--- src/rtl/inverse_square_pair_force_macros.svh ---
// Assertion macros used by the inverse-square pair force back end.
`ifndef INVERSE_SQUARE_PAIR_FORCE_MACROS_SVH
`define INVERSE_SQUARE_PAIR_FORCE_MACROS_SVH
`ifndef SYNTHESIS
`define ISP_ASSERT_NOW(lbl, clk, rst, ante, cons) \
  lbl: assert property (@(posedge clk) disable iff (rst) (ante) |-> (cons)) \
    else $error("isp assertion failed");
`define ISP_ASSERT_NXT(lbl, clk, rst, ante, cons) \
  lbl: assert property (@(posedge clk) disable iff (rst) (ante) |=> (cons)) \
    else $error("isp assertion failed");
`else
`define ISP_ASSERT_NOW(lbl, clk, rst, ante, cons)
`define ISP_ASSERT_NXT(lbl, clk, rst, ante, cons)
`endif
`endif

--- src/rtl/isp_pkg.sv ---
// Shared widths, codes and types of the inverse-square pair force block.
package isp_pkg;
  localparam int POS_W     = 24;
  localparam int MASS_W    = 24;
  localparam int K_W       = 24;
  localparam int MD_W      = 52;
  localparam int FORCE_W   = 32;
  localparam int FRAC_OUT  = 16;
  localparam int D2_SHIFT  = 24;
  localparam int AD_W      = POS_W + 1;
  localparam int SQ_W      = 2 * AD_W;
  localparam int S_W       = SQ_W + 2;
  localparam int D2_W      = (S_W > MD_W) ? S_W : MD_W;
  localparam int X_W       = D2_W + D2_SHIFT;
  localparam int L_W       = X_W / 2;
  localparam int REM_W     = L_W + 3;
  localparam int MM_W      = 2 * MASS_W;
  localparam int NP_W      = K_W + MASS_W;
  localparam int N_W       = K_W + MM_W;
  localparam int Q_W       = D2_W + L_W;
  localparam int ND_W      = N_W + AD_W;
  localparam int NUM_W     = ND_W + FRAC_OUT;
  localparam int QB        = FORCE_W + 1;
  localparam int CMP_W     = Q_W + QB;
  localparam int DIV_LAT   = QB + 1;
  localparam int D2_LO     = D2_W / 2;
  localparam int D2_HI     = D2_W - D2_LO;
  localparam int L_LO      = L_W / 2;
  localparam int L_HI      = L_W - L_LO;
  localparam int N_T       = N_W / 3;
  localparam int N_TOP     = N_W - 2 * N_T;
  localparam int PQ_W      = D2_HI + L_HI;
  localparam int PN_W      = N_TOP + AD_W;
  localparam int QDEPTH    = 4;
  localparam int QPTR_W    = 2;
  localparam int CFG_IDX_W = 2;
  localparam int IN_DATA_W  = 6 * POS_W + 2 * MASS_W;
  localparam int OUT_DATA_W = 6 * FORCE_W;

  localparam logic [CFG_IDX_W-1:0] CFG_STRENGTH = 2'd0;
  localparam logic [CFG_IDX_W-1:0] CFG_MIN_D2   = 2'd1;
  localparam logic [CFG_IDX_W-1:0] CFG_ENABLE   = 2'd2;

  typedef struct packed {
    logic [2:0][AD_W-1:0] ad;
    logic [2:0]           dneg;
    logic [MASS_W-1:0]    mass_a;
    logic [MASS_W-1:0]    mass_b;
    logic                 a_free;
    logic                 b_free;
    logic                 act;
  } item_t;

  typedef struct packed {
    logic       act;
    logic       a_free;
    logic       b_free;
    logic       zero;
    logic       kneg;
    logic [2:0] dneg;
  } ctx_t;

  typedef struct packed {
    logic [2:0][FORCE_W-1:0] force_b;
    logic [2:0][FORCE_W-1:0] force_a;
    logic                    active;
    logic                    saturated;
  } result_t;
endpackage

--- src/rtl/isp_front.sv ---
// Front end: unpack a pair, form offsets and classify it for the back end.
module isp_front (
  input  logic                             s_tvalid,
  output logic                             s_tready,
  input  logic [isp_pkg::IN_DATA_W-1:0]    s_tdata,
  input  logic [1:0]                       s_tuser,
  input  logic                             enable,
  input  logic                             full,
  output logic                             push,
  output isp_pkg::item_t                   item
);
  logic signed [isp_pkg::AD_W-1:0] d [3];
  logic act;

  assign s_tready = !full;
  assign push     = s_tvalid && !full;
  assign act      = enable && (s_tuser[0] || s_tuser[1]);

  always_comb begin
    item = '0;
    for (int i = 0; i < 3; i++) begin
      d[i] = isp_pkg::AD_W'($signed(s_tdata[i*isp_pkg::POS_W +: isp_pkg::POS_W]))
           - isp_pkg::AD_W'($signed(s_tdata[(i+3)*isp_pkg::POS_W +: isp_pkg::POS_W]));
      item.dneg[i] = d[i][isp_pkg::AD_W-1];
      item.ad[i]   = d[i][isp_pkg::AD_W-1] ? isp_pkg::AD_W'(-d[i]) : isp_pkg::AD_W'(d[i]);
    end
    item.mass_a = s_tdata[6*isp_pkg::POS_W +: isp_pkg::MASS_W];
    item.mass_b = s_tdata[6*isp_pkg::POS_W + isp_pkg::MASS_W +: isp_pkg::MASS_W];
    item.a_free = s_tuser[0] && act;
    item.b_free = s_tuser[1] && act;
    item.act    = act;
  end
endmodule

--- config.mk ---
export PLATFORM = sky130hd
export DESIGN_NAME = isp_front
export DESIGN_NICKNAME = d
export VERILOG_FILES = /design/src/rtl/inverse_square_pair_force_macros.svh /design/src/rtl/isp_pkg.sv /design/src/rtl/isp_front.sv
export SDC_FILE = /design/constraint.sdc
export NUM_CORES = 1
export LEC_CHECK = 0
export ABC_AREA = 1
export BUFFER_PORTS_ARGS = -buffer_cell sky130_fd_sc_hd__buf_2
export CORE_ASPECT_RATIO = 1.75
export CORE_UTILIZATION = 41
export DETAILED_ROUTE_END_ITERATION = 12
export PLACE_DENSITY_LB_ADDON = 0.08
export RECOVER_POWER = 25
export SYNTH_ARGS = -nofsm -noshare
export SYNTH_HDL_FRONTEND = slang
export SYNTH_SLANG_ARGS = --single-unit
--- constraint.sdc ---
create_clock -name vclk -period 5.3
set_input_delay 0.265 -clock vclk [all_inputs]
set_output_delay 0.265 -clock vclk [all_outputs]
set_load 0.005 [all_outputs]
=== After elaboration in Yosys (flattened, before gate mapping) ===
Cells that the tools add are included.

* Reduce and logical (&&, ||, !) cells: 6
* $add $sub $neg: 6
* Mux-type cells: 3

{| class="wikitable"
|+ Operators by type and width
! operator !! number
|-
| 25-bit 2-to-1 mux || 3
|-
| 25-bit negator || 3
|-
| 24-bit by 24-bit subtractor with 25-bit output || 3
|-
| 1-bit logical AND || 4
|-
| 1-bit zero test || 1
|-
| 1-bit logical OR || 1
|}

* Word-level logic and storage cells: 15
* Output and inout bits: 131
* Input port bits: 197
* Flip-flop bits (word level): 0

=== Logic depth before layout (Yosys ltp) ===
* Depth in word-level cells: 3
* Gate-level depth with buffers: 20
* Depth with buffers taken out: 20

=== Least setup slack after synthesis ===
OpenSTA, ideal clock, no wires.

* Path type: input port to output port
* Start point: in s_tdata[48] (netlist bit)
* End point: out item[122] (netlist bit)
* Data arrival time: 2.201 ns
* Data required time: 5.035 ns
* Buffers on the path: 0
* Cell stages on the path: 13
* Path slack: 2.834 ns
* Path through: inv_1 > ha_1 > fa_1 > ha_1 > a21boi_0 > nand3_1 > nor2_2 > nand2_2 > nor2_4 > nand3_2 > nand2_2 > nand2_1 > xor2_1

{| class="wikitable"
|+ RTL lines
! item !! line !! source
|-
| start, declared || isp_front.sv:5 || <nowiki>input logic [isp_pkg::IN_DATA_W-1:0] s_tdata,</nowiki>
|-
| end, declared || isp_front.sv:10 || <nowiki>output isp_pkg::item_t item</nowiki>
|}

==> out/metrics.cfg <==
[drt]
routed_via_density = 4.928
post_drt_wl_per_cell_microns = 13.69
routed-via-count = 9668
ant_nets = 0
routed_wl_microns = 26860
firstDrtPassIters = 5
remaining_drc_errors = 0
drtIter0Drc = 409

[layout]
seq_area_sq_um = 0
n_clock_buffer = 0
mostFrequentLayoutCells = nand2_1, inv_1, buf_2
finalInstanceArea_sq_um = 8785
area_growth_pct = 13.10
nets = 2000
layout_commonest_cell = nand2_1
seq_cells = 0
drive_above_1_share_pct = 18.69

[die]
start_util_pct = 41.80
die-area_sq_um = 19520
die_y_microns = 184.1
core_sq_um = 18580
io_pins = 328
die_w_microns = 106.0
rows = 66

[status]
status = completed

[synth]
yosys.area.top_type = nand2_1
synth_fp_nets = 1823
netlist_top_cells_area = nand2_1, inv_1, ha_1, nand3_1, nor2_1
syn_area_per_cell_sq_um = 5.018
syn_area_sq_um = 7767
yosysWarningCount = 0
synthCells = 1548
yosysTopAreaCellShare_pct = 26.39
synth_cell_types = 39
ys_seq_area_share_pct = 0

[sta]
min_period_over_period_pct = 59.32
rsz0062_at_grt = no
setup_tns_ps = 0
max_freq_mhz = 318.1
tightest_slew_ps = 410.0
maxSlewHeadroom_pct = 72.58
hold_viol = 0
post-route-min-period_ps = 3144
finalSetupViolations = 0
report.final.slew_viol_count = 0

[placed_design]
post_dp_cell_area_sq_um = 8782
hpwl_microns = 24320
port_buffers = 232
place_congestion = 1.062

[setup_path]
worstPathArrival_ps = 2880
end_kind = output pin
crit_required_ps = 5040
critPathKind = input port to output pin
startpoint_type = input port
path_max_fanout = 20

[min_path]
min_to = item[22]
holdPathStages = 0
hp-class = input port to output pin
min-delay-start = s_tdata[187]

[grt]
grt_pass1_wl_microns = 42760
antenna_found_initial = 2
grt_pass1_vias = 9346
grt_overflow = 0
grt_max_degree = 27
grt_usage_pct = 27.24

[pwr]
leakage_uw = 0.005645
ir_drop_uv = 89.35
p_per_area_nw_per_um2 = 156.5

[clocking]
postCtsHoldBufs = 0
postCtsSetupRepairBufs = 0
cts_resized = 0

[flow_run]
cap_violations = 0

==> metal layers <==
layer / up-vias / global-route usage (%) / wire, microns
li1: 5085 / - / -
met1: 4205 / 24.64 / 9305
met2: 294 / 57.88 / 14920
met3: 84 / 1.914 / 1052
met4: 0 / 14.28 / 1581
met5: - / 0 / 0
==> worst max-delay path by stage <==
stage / start / end / cells after the start
2_1_floorplan: s_tdata[48] / item[122] / 13
3_3_place_gp: s_tdata[48] / item[122] / 19
3_5_place_dp: s_tdata[48] / item[122] / 19
4_1_cts: s_tdata[48] / item[122] / 19
5_1_grt: s_tdata[48] / item[122] / 19
6_report: s_tdata[48] / item[122] / 19
==> cell usage after synthesis, types with 6 or more instances <==
cell	number
nand2_2	33
inv_1	309
xor2_1	34
nand3_2	6
a21oi_1	63
nand3b_1	15
o21bai_1	7
xnor2_1	17
nor3_1	19
o21ai_0	20
ha_1	75
nand3_1	130
nor2_1	117
buf_4	51
nor2_2	22
nand4_1	28
inv_2	11
nand2_1	546
==> where the power goes <==
group	switching [uW]	total (uW)	leakage, uW	internal (uW)
Sequential	0	0	0	0
Combinational	858	1370	0.00564	517
Clock	0	0.0000253	0.00000000634	0.0000252
Total	858	1370	0.00564	517
==> area by class of cell <==
cell class	count	area, sq um
inverter	321	1207
antenna	1	2.502
timing repair buffer	232	1161
tap	238	297.8
multi-input combinational	1170	6116
fill	2218	9796
==> critical path, stage by stage <==
cell and delay [ps]:
buf_2 80, inv_1 30, ha_1 210, fa_1 390, inv_1 130, nand3_1 80
nand2_1 120, nand2_1 80, nand2_1 80, nand2_1 70, nand2_1 90, nand2_1 70
nand3_1 80, nand2_1 240, inv_2 350, nand2_2 160, nand2_1 100, xor2_1 130
buf_2 120
==> stage by stage <==
stage                     utilization (%)  hold WS (ps)  setup WS, ps  cells  power, uW
after floorplan                         -         556.5          2834   1548      949.0
after global placement              47.27         530.0          2247   1961       1374
after detailed placement            47.27         530.0          2162   1961       1376
after CTS                           47.27         530.0          2148   1961       1385
after global routing                47.28         530.0          1843   1962       1556
final                               47.28         530.0          2156   1962       1375
==> cells by family (layout without fill, tap and decap cells) <==
logic type      Yosys count  after routing  share of synthesized area [%]
compound gates          107            107                          7.635
other cells               0              1                              0
buf+inv                 378            553                          21.26
simple gates            934            934                          52.50
fa+ha+maj                78             78                          12.85
xor+xnor                 51             51                          5.751
(Power assumes the default switching activity.)
