File: config.mk
export PLATFORM = sky130hd
export DESIGN_NAME = isp_queue
export DESIGN_NICKNAME = d
export VERILOG_FILES = /design/src/rtl/inverse_square_pair_force_macros.svh /design/src/rtl/isp_pkg.sv /design/src/rtl/isp_queue.sv
export SDC_FILE = /design/constraint.sdc
export NUM_CORES = 1
export LEC_CHECK = 0
export BUFFER_PORTS_ARGS = -buffer_cell sky130_fd_sc_hd__buf_2
export CORE_ASPECT_RATIO = 0.9
export CORE_MARGIN = 2
export CORE_UTILIZATION = 33
export DETAILED_ROUTE_END_ITERATION = 8
export PLACE_DENSITY_LB_ADDON = 0.15
export SYNTH_ARGS = -nofsm -noshare
export SYNTH_HDL_FRONTEND = slang
export SYNTH_SLANG_ARGS = --single-unit
File: constraint.sdc
create_clock -name clk -period 4.6 [get_ports clk]
set_clock_uncertainty 0.2 [all_clocks]
set_input_delay 0.92 -clock clk [delete_from_list [all_inputs] [get_ports clk]]
set_output_delay 0.92 -clock clk [all_outputs]
set_load 0.03 [all_outputs]
File: src/rtl/inverse_square_pair_force_macros.svh
// Assertion macros used by the inverse-square pair force back end.
`ifndef INVERSE_SQUARE_PAIR_FORCE_MACROS_SVH
`define INVERSE_SQUARE_PAIR_FORCE_MACROS_SVH
`ifndef SYNTHESIS
`define ISP_ASSERT_NOW(lbl, clk, rst, ante, cons) \
  lbl: assert property (@(posedge clk) disable iff (rst) (ante) |-> (cons)) \
    else $error("isp assertion failed");
`define ISP_ASSERT_NXT(lbl, clk, rst, ante, cons) \
  lbl: assert property (@(posedge clk) disable iff (rst) (ante) |=> (cons)) \
    else $error("isp assertion failed");
`else
`define ISP_ASSERT_NOW(lbl, clk, rst, ante, cons)
`define ISP_ASSERT_NXT(lbl, clk, rst, ante, cons)
`endif
`endif

File: src/rtl/isp_pkg.sv
// Shared widths, codes and types of the inverse-square pair force block.
package isp_pkg;
  localparam int POS_W     = 24;
  localparam int MASS_W    = 24;
  localparam int K_W       = 24;
  localparam int MD_W      = 52;
  localparam int FORCE_W   = 32;
  localparam int FRAC_OUT  = 16;
  localparam int D2_SHIFT  = 24;
  localparam int AD_W      = POS_W + 1;
  localparam int SQ_W      = 2 * AD_W;
  localparam int S_W       = SQ_W + 2;
  localparam int D2_W      = (S_W > MD_W) ? S_W : MD_W;
  localparam int X_W       = D2_W + D2_SHIFT;
  localparam int L_W       = X_W / 2;
  localparam int REM_W     = L_W + 3;
  localparam int MM_W      = 2 * MASS_W;
  localparam int NP_W      = K_W + MASS_W;
  localparam int N_W       = K_W + MM_W;
  localparam int Q_W       = D2_W + L_W;
  localparam int ND_W      = N_W + AD_W;
  localparam int NUM_W     = ND_W + FRAC_OUT;
  localparam int QB        = FORCE_W + 1;
  localparam int CMP_W     = Q_W + QB;
  localparam int DIV_LAT   = QB + 1;
  localparam int D2_LO     = D2_W / 2;
  localparam int D2_HI     = D2_W - D2_LO;
  localparam int L_LO      = L_W / 2;
  localparam int L_HI      = L_W - L_LO;
  localparam int N_T       = N_W / 3;
  localparam int N_TOP     = N_W - 2 * N_T;
  localparam int PQ_W      = D2_HI + L_HI;
  localparam int PN_W      = N_TOP + AD_W;
  localparam int QDEPTH    = 4;
  localparam int QPTR_W    = 2;
  localparam int CFG_IDX_W = 2;
  localparam int IN_DATA_W  = 6 * POS_W + 2 * MASS_W;
  localparam int OUT_DATA_W = 6 * FORCE_W;

  localparam logic [CFG_IDX_W-1:0] CFG_STRENGTH = 2'd0;
  localparam logic [CFG_IDX_W-1:0] CFG_MIN_D2   = 2'd1;
  localparam logic [CFG_IDX_W-1:0] CFG_ENABLE   = 2'd2;

  typedef struct packed {
    logic [2:0][AD_W-1:0] ad;
    logic [2:0]           dneg;
    logic [MASS_W-1:0]    mass_a;
    logic [MASS_W-1:0]    mass_b;
    logic                 a_free;
    logic                 b_free;
    logic                 act;
  } item_t;

  typedef struct packed {
    logic       act;
    logic       a_free;
    logic       b_free;
    logic       zero;
    logic       kneg;
    logic [2:0] dneg;
  } ctx_t;

  typedef struct packed {
    logic [2:0][FORCE_W-1:0] force_b;
    logic [2:0][FORCE_W-1:0] force_a;
    logic                    active;
    logic                    saturated;
  } result_t;
endpackage

File: src/rtl/isp_queue.sv
// Short queue between the front end and the back end.
module isp_queue (
  input  logic           clk,
  input  logic           rst,
  input  logic           push,
  input  isp_pkg::item_t wdata,
  output logic           full,
  input  logic           pop,
  output isp_pkg::item_t rdata,
  output logic           nonempty
);
  isp_pkg::item_t mem [isp_pkg::QDEPTH];
  logic [isp_pkg::QPTR_W-1:0] wp, rp;
  logic [isp_pkg::QPTR_W:0]   cnt;
  logic do_push, do_pop;

  assign full     = (cnt == (isp_pkg::QPTR_W+1)'(isp_pkg::QDEPTH));
  assign nonempty = (cnt != '0);
  assign do_push  = push && !full;
  assign do_pop   = pop && nonempty;
  assign rdata    = mem[rp];

  always_ff @(posedge clk) begin
    if (do_push) begin
      mem[wp] <= wdata;
    end
  end

  always_ff @(posedge clk) begin
    if (rst) begin
      wp  <= '0;
      rp  <= '0;
      cnt <= '0;
    end else begin
      if (do_push) begin
        wp <= wp + 1'b1;
      end
      if (do_pop) begin
        rp <= rp + 1'b1;
      end
      if (do_push && !do_pop) begin
        cnt <= cnt + 1'b1;
      end else if (do_pop && !do_push) begin
        cnt <= cnt - 1'b1;
      end
    end
  end
endmodule

Yosys cells after proc, flatten, opt, wreduce, memory -nomap -nowiden
Memories as Yosys holds them, arrays and structs flattened. A register that Yosys moved wholly into a read port is not among the register bits.
Cells that the tools add are included.
Cells by class
  reduce and logical (&&, ||, !) cells: 9
  eq/ne operators: 1
  mux-type cells: 6
  add/subtract/negate cells: 4
Operators with widths (number)
  2-to-1 mux 3 bit: 2
  adder 2 x 1 -> 2 bit (second input constant): 2
  logical AND 1 bit: 4
  2-to-1 mux 2 bit: 2
  adder 3 x 1 -> 3 bit (second input constant): 1
  equality test 3 bit (second input constant): 1
  logical NOT 1 bit: 3
  nonzero test 3 bit: 1
  subtractor 3 x 1 -> 3 bit (second input constant): 1
  2-to-1 mux 1 bit: 2
  nonzero test 2 bit: 1
Storage, ports and cells
  memories kept: 1
  bits in registers: 7
  RAM bits: 516
  logic and storage cells: 24
Memory list
  mem: words 4, bits a word 129, rd ports 1, clocked after Yosys merged registers in 1, write ports 1, line isp_queue.sv:12  | isp_pkg::item_t mem [isp_pkg::QDEPTH];

Depth between registers and ports, before layout
Gate-level depths: netlist of the first run.
  depth after elaboration: 7
  depth in mapped cells: 8
  mapped depth without buffers: 8

Worst setup path before layout of the first run
Ideal clock, no wire load.
  path kind: input to register
  start: input port push
  end: memory mem[1][0] in the netlist's numbering, enable pin
  slack: -325 ps
  stages: 3
  data arrival time: 4221 ps
  library setup time: 503 ps
  required time: 3897 ps
  path through: inv_1 -> nor2_1 -> and2_1
Between the ends
  cells in the longest elaborated chain, start to end: 3
Ends and longest elaborated chain
  start: declaration: line isp_queue.sv:5  | input logic push,
  logical AND 1 bit: line isp_queue.sv:19  | assign do_push = push && !full;
  net do_push: line isp_queue.sv:15  | logic do_push, do_pop;
  2-to-1 mux 1 bit: line isp_queue.sv:24  | if (do_push) begin
  2-to-1 mux 1 bit (implied by the code): line isp_queue.sv:25  | mem[wp] <= wdata;
  end: declaration: line isp_queue.sv:12
The timed path passes the listed nets, and every way through them passes these cells.

==> results of run 1 <==
[power by group through the flow]
stage	clock (mW)	combinational [mW]	sequential, mW
floorplan	0	2.75	5.94
global placement	0	3.74	6.08
detailed placement	0	3.75	6.09
CTS	4.34	3.76	5.99
global route	4.54	3.89	6.02
finish	4.19	3.65	5.97
[layout make-up]
class,count,share of cell area
clock buffers,75,0.0643
multi-input cells,163,0.137
inverters,4,0.000646
diodes,1,0.000108
clock inverters,26,0.00872
repair buffers,293,0.0738
well taps,765,0.0412
flip-flops and latches,525,0.675
[kinds of logic (layout without fill, tap and decap cells)]
group           count (synthesis)  in the layout
mux                           131            131
simple gates                   16             16
fa+ha+maj                       6              6
flops                         525            525
compound gates                  6              6
other cells                     0              1
buf+inv                        33            398
xor+xnor                        4              4
[sequential cells by signal, indices dropped and copies added, names as in the netlist, named ones only]
name  flops
mem     516
cnt       3
rp        2
wp        2
[Yosys cell counts, drive strengths merged (3+ instances only)]
cell type / count / area, µm²
nor2: 6 / 22.5
dfxtp: 9 / 180
mux4: 129 / 2910
ha: 5 / 62.6
clkbuf: 4 / 15.0
or3: 3 / 18.8
xor2: 4 / 35.0
edfxtp: 516 / 15500
buf: 25 / 211
and2: 4 / 25.0
inv: 4 / 15.0
[tightest hold or removal path: stages (launching register included)]
cell and delay, ps:
dfxtp_1 340, nand2b_1 80, mux2i_1 60
[stage by stage]
| stage | power (mW) | util | hold slack, ps | instance area [µm²] |
|---|---|---|---|---|
| finish | 13.8 | 0.407 | 321 | 23200 |
| detailed placement | 9.83 | 0.377 | 315 | 21500 |
| CTS | 14.1 | 0.407 | 304 | 23200 |
| global placement | 9.82 | 0.377 | 302 | 21500 |
| global route | 14.4 | 0.407 | 316 | 23200 |
| floorplan | 8.69 | - | 282 | 19100 |
[worst max-delay path by stage]
stage	from	to	slack (ps)	cells past startpoint
floorplan	push	mem[0][0]	1100	3
global placement	register	rdata[128]	1380	3
detailed placement	register	rdata[128]	1370	3
CTS	register	rdata[128]	720	3
global route	register	rdata[128]	660	3
finish	register	rdata[128]	900	3
[layer usage]
layer,GRT usage,vias to the layer above
li1,-,3776
met1,0.176,4538
met2,0.206,209
met3,0.0396,64
met4,0.0356,8
met5,0,-
[cell usage in the layout (no fill, tap or decap), types with 6 or more instances in the layout]
master / count
edfxtp_1: 516
buf_2: 263
mux4_2: 129
clkbuf_16: 57
clkbuf_1: 18
buf_4: 16
buf_12: 14
clkinv_1: 12
clkinv_2: 8
dfxtp_1: 7
nor2_1: 6
==> impl_results.md, run 1 <==
- Status: finished clean
- Post-Route WL: 39100 µm
- Maximum fanout along the worst path: 33
- Reg2Reg Setup Slack: 1990 ps
- Slowest stage cell on the critical path: dfxtp_4
- Layout Area Growth over Synthesis: 21.8%
- Initial antenna violation count: 5
- Vias per cell: 4.64
- Slowest stage delay, CP: 860 ps
- Proportion of layout cells with a drive suffix above 1: 0.459
- Clock network fraction of design power: 0.304
- Pleak: 7.69 nW
- CTS Buf Count: between 50 and 60
- RSZ-0062 raised after global routing: no
- Hold_sp: wp[1]
- Site row count: 83
- Starting Density: 0.334
- CTS tree: built
- DRC: 0
- Setup TNS: 0 ps
- Post-synthesis mux area share: 0.153
- Mapped Avg Cell Area: around 26 µm²
- WP buf/inv: 2
- Register area: 15700 µm²
- Arrival @ worst endpoint: between 2000 and 3000 ps
- Max-slew violation count: 0
- Mapped Area: 19100 µm²
- Post-synth EDFFs: 516
- Switching share of power: 0.305
- R2r endpoint: mem[0][86]
- Routed met2 length: between 15000 and 20000 µm
- Sw Pwr: ~4.2 mW
- Reg2reg start: cnt[0]
- Routability congestion estimate: 0.701
- Comb power frac: 0.264
- Dpl hpwl: 23400 µm
- Placed insts: roughly 1.8k
- Global-route wire length before repair: 58300 µm
- Largest family of logic cells by synthesized area: multiplexers
- PostCTS Resize Cnt: 0
- Synth Area in Simple Gates: 0.00452
- Via count: approximately 8.6k
- Vias in the first global route: 9172
- Pwr Density: 594 nW/µm²
- Period utilisation layout: 0.805
- Top sig layer: met5
- Die Y-Extent: 232 µm
- Antenna Violating Nets Remaining: 0
- CTS sink count: 525
- Final setup violation count: 0
- Met3 routed WL: 2530 µm
- Seq cells post-synth: 525
- Sequence of cells on the critical path: buf_4 -> mux4_2 -> buf_2
- Synth warn: 0
- Number of port buffers: 263
- R2R cell count: 4
- Initial DRC count: between 500 and 600
- Setup slack at placement: 1370 ps
- Worst setup EP type: primary output
- Clock root cell: clkbuf_16
- Worst hold stages: 2
- Final Critical Period: ~3700 ps
- Grt ovf: 0
- CTS max path bufs: 3
- Post-CTS Hold Fix Bufs: 0
- Clk slew on worst S/H paths: 60 ps
- Ys flop type: edfxtp_1
- Hold EP: wp[1]
- Flop pwr share: 0.432
- Die Area: 59800 µm²
- Maximum clock frequency: 270 MHz
- Hold Crit Class: reg -> reg
- Peak VDD IR: 0.298 mV
- Post-layout nets: between 1k and 1.5k
- Mapped Nets: 860
- DR pass1 iterations: 4
- CP delay by family, top: flip-flops
- Fill cells: 5120
- CP startpoint kind: register
- Compound-Gate Fraction of Synth Area: 0.00190
- Final hold viol count: 0
- Post-synth ARST share: 0
- DRT met1 WL: 17100 µm
- Internal Power: 9.59 mW
- Total GRT Usage: 0.130
- Relative slew slack: 0.465
- Post-CTS Setup Inserts: 0
- Crit Path Category: reg -> out
- DIE WIDTH: approximately 260 µm
- Post-Synth XOR/XNOR Area: 0.00184
- I/O Pins: 264
- H-tree levels: 2
- Core ar.: 57100 µm²
- Slew @ Worst Pin: 803 ps
- Yosys cell types: 21
- Synth Area in Adders: 0.00433
- Finished Layout Cells: 1852
- Worst-Skew Late Latency: approximately 580 ps
- Fin worst setup slack: 899 ps
- Mapped Cells: 721
- Largest net degree at the start of global routing: 73
- Seq/Total Area, Yosys: 0.821
- Wire per inst: 21.1 µm
- Worst path required time: 3480 ps
- Footprint of the multi-input gates: between 3000 and 4000 µm²
- Max cap viols: 0
Power figures use the tool's default switching activity.
==> run 2, diff against run 1 <==
clock period = 3 ns   (was 4.6 ns; I/O delays follow)
==> run 2 against run 1 <==
Effect of this change:
- global-route usage up 0.29 points
- critical endpoint is now rdata[49]
- highest routed layer unchanged
- cell area increased by 6.5%
- register-to-register slack got worse by 1400 ps
- combinational power is 77% higher
- first-iteration DRC count increased by 1.9%
- setup slack got worse by 850 ps
- sequential power is 51% higher
- sequential cell count is the same
- die area unchanged
==> impl_results.md, run 2 (synthesized netlist as in run 1, its figures left out) <==
- Status: finished clean
- Finished Layout Cells: 1976 (+6.7%)
- Starting Density: 0.334 (unchanged)
- Met3 routed WL: 2480 µm (-2.0%)
- Tightest hold margin: 39.1 ps (-282 ps)
- Proportion of layout cells with a drive suffix above 1: 0.443 (-0.0166)
- Hold Crit Class: in -> reg
- Most flop-heavy register: mem
- DRT met1 WL: 17900 µm (+4.6%)
- Worst setup EP type: primary output
- Worst-Skew Late Latency: 590 ps (about the same)
- Pleak: 8.35 nW (+8.6%)
- Dpl hpwl: 24600 µm (+5.2%)
- Slew @ Worst Pin: 548 ps (-255 ps)
- Grt ovf: 0 (unchanged)
- Antenna Violating Nets Remaining: 0 (unchanged)
- Final hold viol count: 0 (unchanged)
- Max cap viols: 0 (unchanged)
- Number of port buffers: 263 (unchanged)
- Total power: 22.0 mW (+60%)
- Peak VDD IR: 0.516 mV (+73%)
- Period utilisation layout: 0.982
- Setup slack at placement: 518 ps (-850 ps)
- Clock root cell: clkbuf_16
- Routability congestion estimate: 0.680 (-3.0%)
- DR pass1 iterations: 4 (unchanged)
- Via count: 9035 (+5.1%)
- DIE WIDTH: 257 µm (unchanged)
- Sequence of cells on the critical path: buf_12 -> clkbuf_16 -> buf_8 -> mux4_2 -> buf_2
- Max FFs per register: 516 (unchanged)
- Commonest non-fill, non-tap cell in the layout: edfxtp_1
- H-tree levels: 2 (unchanged)
- Post-layout nets: 1303 (+10%)
- Layout Area Growth over Synthesis: 29.7%
- Placed insts: 1762 (+0.69%)
- Largest regs: mem (516), cnt (3)
- Die Area: 59800 µm² (unchanged)
- Final Critical Period: 2950 ps
- DRC: 0 (unchanged)
- Most frequent cells in the layout: 516 x edfxtp_1, 258 x buf_2, 129 x mux4_2
- Final setup violation count: 0 (unchanged)
- Die Y-Extent: 232 µm (unchanged)
- Maximum clock frequency: 339 MHz
- CP startpoint kind: register
- Initial antenna violation count: 5 (unchanged)
- Max-slew violation count: 0 (unchanged)
- Largest net degree at the start of global routing: 70 (-4.1%)
- Worst path required time: 2200 ps (-1280 ps)
- Fin worst setup slack: 53.9 ps (-845 ps)
- Vias per cell: 4.57 (-1.5%)
- Arrival @ worst endpoint: 2150 ps (-430 ps)
- Crit Path Category: reg -> out
- Vias in the first global route: 9778 (+6.6%)
- CTS sink count: 525 (unchanged)
- Initial DRC count: 530 (+1.9%)
- Core ar.: 57100 µm² (unchanged)
- Top sig layer: met5
- Global-route wire length before repair: 60300 µm (+3.4%)
- RSZ-0062 raised after global routing: yes
- Post-Route WL: 41100 µm (+4.9%)
- Relative slew slack: 0.635 (+0.170)
- Clk slew on worst S/H paths: 60 ps (about the same)
- I/O Pins: 264 (unchanged)
- Slowest stage cell on the critical path: mux4_2
- Total GRT Usage: 0.133 (+0.00289)
- CTS tree: built
- Slowest stage delay, CP: 510 ps (-350 ps)
- Pwr Density: 891 nW/µm² (+50%)
- Fill cells: 5006 (-2.2%)
- CTS Buf Count: 55 (unchanged)
- Wire per inst: 20.8 µm (-1.7%)
- Site row count: 83 (unchanged)
- Routed met2 length: 19700 µm (+5.5%)
- CTS max path bufs: 3 (unchanged)
- Maximum fanout along the worst path: 7 (-79%)
==> run 2: metal layers <==
metal | track usage | up-vias
li1 | - | 4012
met1 | 0.176 | 4733
met4 | 0.0414 | 4
met5 | 0 | -
met2 | 0.214 | 207
met3 | 0.0386 | 79
==> run 2: area by class of cell <==
type                    count  area, µm²  area share
flip-flops and latches    525      15700       0.634
repair buffers            415       3180       0.128
multi-input cells         163       3180       0.128
clock buffers              66       1420      0.0573
well taps                 765        957      0.0387
clock inverters            35        320      0.0129
inverters                   4       15.0    0.000607
diodes                      3       7.51    0.000303
==> run 2: where the power goes <==
group | leakage [nW] | switching [mW] | internal (mW)
sequential | 4.80 | 0.189 | 8.81
clock | 0.856 | 2.72 | 3.86
combinational | 2.69 | 3.78 | 2.68
total | 8.35 | 6.69 | 15.4
==> run 2: repair_timing <==
item / 4_1_cts / 5_1_grt
resized for setup: 5 / 13
buffers inserted: 6 / 6
endpoints found under the setup margin: 114 / 78
hold buffers: 94 / 0
cloned: 0 / 4
hold endpoints to repair: 360 / 0
==> run 2: stage by stage <==
stage / setup TNS [ps] / instance area (µm²) / util
final: 0 / 24800 / 0.433
after global routing: -357 / 24800 / 0.433
after CTS: -0.974 / 24500 / 0.429
after detailed placement: 0 / 21800 / 0.381
after global placement: 0 / 21800 / 0.381
after floorplan: -98930 / 19100 / -
==> run 2: final timing paths <==
| path | startpoint | endpoint | slack [ps] | depth (start not counted) |
|---|---|---|---|---|
| worst max-delay path | register | rdata[49] | 50 | 5 |
| worst max register to register | cnt[0] | cnt[2] | 620 | 7 |
| worst min-delay path | wdata[13] | mem[3][13] | 40 | 1 |
| worst min register to register | wp[1] | wp[1] | 320 | 2 |
==> run 2: critical path: cells and delay by family, from the launching register on <==
| kind | cells | cell delay [ps] |
|---|---|---|
| buf+inv | 4 | 600 |
| mux | 1 | 510 |
| flops | 1 | 420 |
